[config.mk]
export PLATFORM = sky130hd
export DESIGN_NAME = rtd_c2t_res
export DESIGN_NICKNAME = d
export VERILOG_FILES = /design/src/rtl/core/rtd_c2t_pkg.sv /design/src/rtl/core/rtd_c2t_res.sv
export VERILOG_INCLUDE_DIRS = /design/src /design/src/rtl/core
export SDC_FILE = /design/constraint.sdc
export NUM_CORES = 2
export LEC_CHECK = 0
export ABC_AREA = 1
export BUFFER_PORTS_ARGS = -buffer_cell sky130_fd_sc_hd__buf_4
export CELL_PAD_IN_SITES_DETAIL_PLACEMENT = 1
export CELL_PAD_IN_SITES_GLOBAL_PLACEMENT = 1
export CORE_MARGIN = 8
export CORE_UTILIZATION = 40
export CTS_CLUSTER_DIAMETER = 100
export DETAILED_ROUTE_END_ITERATION = 8
export PLACE_DENSITY = 0.84
export SLEW_MARGIN = 10
export SYNTH_ARGS = -nofsm -noshare
export SYNTH_HDL_FRONTEND = slang
export SYNTH_SLANG_ARGS = --single-unit
[constraint.sdc]
create_clock -name clk -period 9 [get_ports clk]
set_input_delay 1.35 -clock clk [delete_from_list [all_inputs] [get_ports clk]]
set_output_delay 1.35 -clock clk [all_outputs]
set_load 0.01 [all_outputs]
[src/rtl/core/rtd_code_to_temperature_defines.svh]
// Assertion macros shared by the RTD converter modules.
// They expand to nothing when SYNTH is defined.
`ifndef RTD_CODE_TO_TEMPERATURE_DEFINES_SVH
`define RTD_CODE_TO_TEMPERATURE_DEFINES_SVH

`ifndef SYNTH

`define RTD_ASSERT_IMP(label, clk, rst_n, ante, cons, msg) \
	label: assert property (@(posedge clk) disable iff (!rst_n) (ante) |-> (cons)) \
		else $error(msg);

`define RTD_ASSERT_NXT(label, clk, rst_n, ante, cons, msg) \
	label: assert property (@(posedge clk) disable iff (!rst_n) (ante) |=> (cons)) \
		else $error(msg);

`else

`define RTD_ASSERT_IMP(label, clk, rst_n, ante, cons, msg)

`define RTD_ASSERT_NXT(label, clk, rst_n, ante, cons, msg)

`endif

`endif

[src/rtl/core/rtd_c2t_pkg.sv]
package rtd_c2t_pkg;

	localparam int TABLE_ENTRIES_DEF = 101;
	localparam int CODE_BITS_DEF = 12;
	localparam int ROM_LEN = 101;
	localparam int IDX_W = $clog2(ROM_LEN);

	localparam int CFG_IDX_W = 3;
	localparam int CFG_DATA_W = 32;

	localparam logic [CFG_IDX_W-1:0] CFG_FORMULA_MODE = 3'd0;
	localparam logic [CFG_IDX_W-1:0] CFG_ADC_LOW = 3'd1;
	localparam logic [CFG_IDX_W-1:0] CFG_ADC_HIGH = 3'd2;
	localparam logic [CFG_IDX_W-1:0] CFG_R_MIN = 3'd3;
	localparam logic [CFG_IDX_W-1:0] CFG_CODE_GAIN = 3'd4;
	localparam logic [CFG_IDX_W-1:0] CFG_SEG_WIDTH = 3'd5;
	localparam logic [CFG_IDX_W-1:0] CFG_SEG_RECIP = 3'd6;
	localparam logic [CFG_IDX_W-1:0] CFG_V_UPPER = 3'd7;

	localparam logic [1:0] ST_VALID = 2'd0;
	localparam logic [1:0] ST_UNDER = 2'd1;
	localparam logic [1:0] ST_OVER = 2'd2;

	localparam logic [17:0] VOFF = 18'd6554;
	localparam logic [31:0] VGAIN_RECIP = 32'd3192207;
	localparam logic [23:0] RES_MAX = 24'hFF_FFFF;
	localparam logic [24:0] TEMP_MAX = 25'h1FF_FFFF;

	typedef struct packed {
		logic [11:0] adc_code;
		logic [17:0] voltage;
	} rtd_in_t;

	typedef struct packed {
		logic [1:0]  status;
		logic [23:0] resistance;
		logic [24:0] temperature;
	} rtd_out_t;

	typedef struct packed {
		logic [1:0]  status;
		logic [23:0] resistance;
		logic [23:0] delta;
	} rtd_res_t;

	typedef struct packed {
		logic        formula_mode;
		logic [11:0] adc_low;
		logic [11:0] adc_high;
		logic [23:0] r_min;
		logic [31:0] code_gain;
		logic [23:0] seg_width;
		logic [31:0] seg_recip;
		logic [17:0] v_upper;
	} rtd_cfg_t;

	localparam rtd_cfg_t CFG_RESET = '{
		formula_mode: 1'b0,
		adc_low:      12'd0,
		adc_high:     12'd4095,
		r_min:        24'd6553600,
		code_gain:    32'd459068,
		seg_width:    24'd73433,
		seg_recip:    32'd58489,
		v_upper:      18'd157286
	};

	localparam logic [24:0] TEMP_ROM [ROM_LEN] = '{
		25'd0,        25'd187962,   25'd376094,   25'd564386,   25'd752838,
		25'd941451,   25'd1130227,  25'd1319161,  25'd1508259,  25'd1697520,
		25'd1886945,  25'd2076528,  25'd2266281,  25'd2456198,  25'd2646278,
		25'd2836523,  25'd3026931,  25'd3217503,  25'd3408246,  25'd3599158,
		25'd3790235,  25'd3981476,  25'd4172887,  25'd4364468,  25'd4556220,
		25'd4748136,  25'd4940228,  25'd5132485,  25'd5324911,  25'd5517515,
		25'd5710289,  25'd5903234,  25'd6096349,  25'd6289641,  25'd6483103,
		25'd6676742,  25'd6870532,  25'd7064519,  25'd7258702,  25'd7453016,
		25'd7647527,  25'd7842234,  25'd8037138,  25'd8232174,  25'd8427405,
		25'd8622768,  25'd8818393,  25'd9014149,  25'd9210102,  25'd9406185,
		25'd9602531,  25'd9799008,  25'd9995682,  25'd10192552, 25'd10389553,
		25'd10586817, 25'd10784211, 25'd10981802, 25'd11179524, 25'd11377508,
		25'd11575689, 25'd11774001, 25'd11972510, 25'd12171215, 25'd12370117,
		25'd12569215, 25'd12768510, 25'd12967936, 25'd13167624, 25'd13367443,
		25'd13567525, 25'd13767737, 25'd13968146, 25'd14168818, 25'd14369620,
		25'd14570619, 25'd14771814, 25'd14973207, 25'd15174795, 25'd15376581,
		25'd15578563, 25'd15780807, 25'd15983182, 25'd16185754, 25'd16388522,
		25'd16591553, 25'd16794714, 25'd16998072, 25'd17201693, 25'd17405510,
		25'd17609458, 25'd17813668, 25'd18018075, 25'd18222678, 25'd18427544,
		25'd18632540, 25'd18837799, 25'd19043189, 25'd19248841, 25'd19454689,
		25'd19660800
	};

endpackage

[src/rtl/core/rtd_c2t_res.sv]
`include "rtd_code_to_temperature_defines.svh"

module rtd_c2t_res import rtd_c2t_pkg::*; #(
	parameter int CODE_BITS = CODE_BITS_DEF
) (
	input  logic     clk,
	input  logic     arst_n,
	input  rtd_cfg_t cfg,
	input  logic     in_valid,
	output logic     in_ready,
	input  rtd_in_t  in_item,
	output logic     out_valid,
	input  logic     out_ready,
	output rtd_res_t out_item
);

	localparam int USED_BITS = (CODE_BITS < 12) ? CODE_BITS : 12;
	localparam logic [11:0] CODE_MASK = ~(~12'd0 << USED_BITS);

	logic v_s1, v_s2, v_s3;
	logic en_s1, en_s2, en_s3;

	logic [11:0] code_c;
	logic [1:0]  status_c;
	logic [17:0] opa_c;
	logic [31:0] opb_c;

	logic [1:0]  status_s1;
	logic        mode_s1;
	logic [17:0] opa_s1;
	logic [31:0] opb_s1;

	logic [1:0]  status_s2;
	logic        mode_s2;
	logic [49:0] prod_s2;

	logic [50:0] rnd8_c, rnd16_c;
	logic [42:0] delta_c;
	logic [43:0] sum_c;
	logic [23:0] r_c;

	rtd_res_t item_s3;

	assign en_s3 = !v_s3 || out_ready;
	assign en_s2 = !v_s2 || en_s3;
	assign en_s1 = !v_s1 || en_s2;
	assign in_ready = en_s1;

	// Range check and operand selection for the single shared multiplier.
	always_comb begin
		code_c = in_item.adc_code & CODE_MASK;
		status_c = ST_VALID;
		opa_c = '0;
		opb_c = '0;
		if (!cfg.formula_mode) begin
			if (code_c < cfg.adc_low) begin
				status_c = ST_UNDER;
			end else if (code_c > cfg.adc_high) begin
				status_c = ST_OVER;
			end else begin
				opa_c = 18'(code_c - cfg.adc_low);
				opb_c = cfg.code_gain;
			end
		end else begin
			if (in_item.voltage < VOFF) begin
				status_c = ST_UNDER;
			end else if (in_item.voltage > cfg.v_upper) begin
				status_c = ST_OVER;
			end else begin
				opa_c = in_item.voltage - VOFF;
				opb_c = VGAIN_RECIP;
			end
		end
	end

	always_comb begin
		rnd8_c = {1'b0, prod_s2} + 51'd128;
		rnd16_c = {1'b0, prod_s2} + 51'd32768;
		delta_c = mode_s2 ? 43'(rnd16_c >> 16) : 43'(rnd8_c >> 8);
		sum_c = 44'(cfg.r_min) + 44'(delta_c);
		r_c = (sum_c > 44'(RES_MAX)) ? RES_MAX : sum_c[23:0];
	end

	always_ff @(posedge clk or negedge arst_n) begin
		if (!arst_n) begin
			v_s1 <= 1'b0;
			v_s2 <= 1'b0;
			v_s3 <= 1'b0;
		end else begin
			if (en_s1) begin
				v_s1 <= in_valid;
			end
			if (en_s2) begin
				v_s2 <= v_s1;
			end
			if (en_s3) begin
				v_s3 <= v_s2;
			end
		end
	end

	always_ff @(posedge clk) begin
		if (en_s1) begin
			status_s1 <= status_c;
			mode_s1 <= cfg.formula_mode;
			opa_s1 <= opa_c;
			opb_s1 <= opb_c;
		end
		if (en_s2) begin
			status_s2 <= status_s1;
			mode_s2 <= mode_s1;
			prod_s2 <= {32'b0, opa_s1} * {18'b0, opb_s1};
		end
		if (en_s3) begin
			item_s3.status <= status_s2;
			if (status_s2 == ST_VALID) begin
				item_s3.resistance <= r_c;
				item_s3.delta <= r_c - cfg.r_min;
			end else begin
				item_s3.resistance <= '0;
				item_s3.delta <= '0;
			end
		end
	end

	assign out_valid = v_s3;
	assign out_item = item_s3;

	`RTD_ASSERT_NXT(a_res_enter, clk, arst_n, in_valid && in_ready, v_s1, "accepted item lost")
	`RTD_ASSERT_IMP(a_res_reject_zero, clk, arst_n, v_s3 && (item_s3.status != ST_VALID), (item_s3.resistance == '0) && (item_s3.delta == '0), "rejected item carries data")
	`RTD_ASSERT_IMP(a_res_floor, clk, arst_n, v_s3 && (item_s3.status == ST_VALID), item_s3.resistance >= cfg.r_min, "resistance below r_min")

endmodule

==> run summary <==
commonest cells in the netlist -> 1038 x nand2_1, 944 x inv_1, 481 x fa_1, 215 x ha_1, 214 x nor2_1
number of buffers added on ports -> 184
post-CTS sizing -> 0
min cycle time layout -> 7.722 ns
share of the synthesized area in the top cell type -> 31.72%
peak supply drop -> 0.2155 mV
HP Class -> reg -> reg
CP Launch Type -> flop
proportion of layout cells with a drive suffix above 1 -> 8.648%
complex-gate fraction of the synthesized area -> 6.719%
kind of cell adding the most delay to the critical path -> adder cells
reg-to-reg setup timing slack -> 1.28 ns
Post-synth EDFFs -> 149
critical path arrival -> 7.97 ns
Die X -> 291.5 um
leading cell type by number of instances after synthesis -> nand2_1
Netlist Area Pre-Place -> 30350 um^2
Post-synth top flop -> edfxtp_1
Synth cell types -> 51
H-tree depth -> 4
gpl congestion -> 0.8751
final hold slack -> 0.4224 ns
Post-DRT Antenna Nets -> 0
Syn Nets -> 4818
largest net degree at the start of global routing -> 55
slowest CP cell -> edfxtp_1
Final Hold Vio Count -> 0
core area -> 75570 um^2
Clock Skews -> 0.02436 ns
slew of the pin with the lowest slew margin -> 1.295 ns
total number of vias -> 26640
ys async rst share -> 1.974%
simple-gate area share of the yosys netlist -> 21.04%
drt total wl -> 100000 um
row count -> 101
setup TNS -> 0 ns
Ports -> 241
HPWL after DPL -> 80470 um
synth top area cells -> fa_1 32%, edfxtp_1 15%, nand2_1 13%
CTS tree -> built
Max Transition Viols Final -> 0
Synth Instances -> 3933
crit path cell chain -> buf_4 > nand2_1 > fa_1 > inv_1 > fa_1 > inv_1 > fa_1 > inv_1 > fa_1 > fa_1 > fa_1 > ha_1 > nand2_1 > nor2_1 > nand2_1 > nor4b_1 > a21oi_1 > o31ai_1 > a31oi_1 > xnor2_1
grt ovf -> 0
via/cell ratio -> 5.300
register area share after synthesis -> 14.99%
clock insertion delay at the later pin of the skew report -> 0.53 ns
main combinational cell family by area after synthesis -> adder cells
Worst-path clk slew -> 0.09 ns
first-pass GRT wire length -> 159600 um
maximum clock rate -> 129.5 MHz
final setup fails -> 0
Crit Path Class -> reg -> reg
post-layout util -> 44.06%
Max Cap Viol -> 0
DIE AREA -> 84950 um^2
vias in the first global route -> 30320
drt wl/cell -> 19.90 um
detailed-route DRC error count -> 0
clock buffer depth -> 2
total track usage -> 23.65%
Max stage delay on crit path -> 0.97 ns
Post-CTS Setup Bufs -> 0
synthesized-area fraction occupied by adder cells -> 40.59%
syn avg cell area -> 7.717 um^2
P_leak -> 17.81 nW
CP max FO -> 18
Post-Synth XOR/XNOR Area -> 3.116%
post-synthesis mux area share -> 0%
Warnings, synthesis -> 0
height of the die -> 291.5 um
Final nets -> 4919
Fillers -> 9403
synthesis-to-finish area growth -> 9.708%
Worst path most repeated cell -> fa_1
outcome -> finished clean
drt first-iter violations -> 1460
Post-CTS Hold Buffers -> 0
Max-slew headroom -> 13.67%
Num CTS Buffers -> 17
Initial Util -> 40.17%
final period utilization -> 85.80%
RSZ-0062 raised after global routing -> false
total clock sinks -> 152
largest area contributor in the netlist -> fa_1
CP Buf/Inv Count -> 4
Ant. Diodes -> 0
Yosys reg bits -> 152
First-pass DRT Iterations -> 6
Root Driver -> clkbuf_16
Critical Path Sink Type -> flop
initial antenna violation count -> 1
Critical Path RT -> 9.25 ns
pwr dens -> 283.8 nW/um^2
-- cell usage in the layout (no fill, tap or decap), types with 49 or more instances in the layout --
cell      synthesis  layout
inv_1           944     943
nand3_1         137     137
xor2_1           59      59
edfxtp_1        149     149
o21ai_0         108     108
fa_1            481     481
xnor2_1          49      49
buf_4             1     223
nor2_1          214     213
a21oi_1         166     166
ha_1            215     215
nand2_1        1038    1036
-- final cells by class --
type | instances | area [um^2] | share of cell area [%]
Multi-Input combinational cell | 2695 | 21700 | 65.16
Sequential cell | 152 | 4549 | 13.66
Clock buffer | 17 | 425.4 | 1.278
Inverter | 945 | 3547 | 10.65
Timing Repair Buffer | 223 | 1674 | 5.027
Clock inverter | 15 | 181.4 | 0.5448
Tap cell | 978 | 1224 | 3.675
-- layer usage --
layer / GRT usage, % / vias to the layer above / part of all wire (%) / wire (um)
met3: 4.197 / 295 / 6.4 / 6358
li1: - / 12030 / - / -
met1: 27.30 / 13360 / 39 / 38900
met2: 42.75 / 954 / 51 / 50600
met5: 0 / - / 0.012 / 12
met4: 10.09 / 2 / 4.2 / 4155
-- final timing paths --
kind                                   startpoint                     end  cells after the start
max                           opa_s1[5]$_DFFE_PP_   prod_s2[36]$_DFFE_PP_                     20
min                        status_s1[0]$_DFFE_PP_  status_s2[0]$_DFFE_PP_                      0
max reg2reg                   opa_s1[5]$_DFFE_PP_   prod_s2[36]$_DFFE_PP_                     20
min reg2reg                status_s1[0]$_DFFE_PP_  status_s2[0]$_DFFE_PP_                      0
max in group asynchronous                  arst_n   out_valid$_DFFE_PN0P_                      1
min in group asynchronous                  arst_n        v_s1$_DFFE_PN0P_                      1
-- where the power goes --
group | internal (mW) | leakage [nW] | total [mW] | switching (mW)
clock network | 0.396 | 0.287 | 0.786 | 0.390
registers | 1.19 | 1.62 | 1.53 | 0.334
logic | 2.60 | 15.9 | 7.14 | 4.54
total | 4.19 | 17.8 | 9.45 | 5.26
-- logic make-up (layout without fill, tap and decap cells) --
group                      after synthesis  count (layout)
AOI/OAI and AO/OA                      365             365
and+or+nand+nor                       1526            1526
DFF                                    152             152
buffers and inverters                 1086            1200
adders and majority gates              696             696
xor gates and xnor gates               108             108
-- registers in the layout, summed over array words and instances (netlist names), 2 cells and up --
signal	cells
status_s1	2
prod_s2	43
opa_s1	18
opb_s1	32
status_s2	2
out_item	50
-- per-stage QoR --
step	total power [mW]	setup slack (ns)	instances	cell area, um^2
after floorplan	6.346	2.737	3933	30350
after CTS	9.426	1.338	5025	33300
after global placement	8.106	1.646	4993	32690
final	9.451	1.278	5025	33300
after global routing	10.29	0.7855	5025	33300
after detailed placement	8.561	1.401	4993	32690
(Power assumes the default switching activity.)
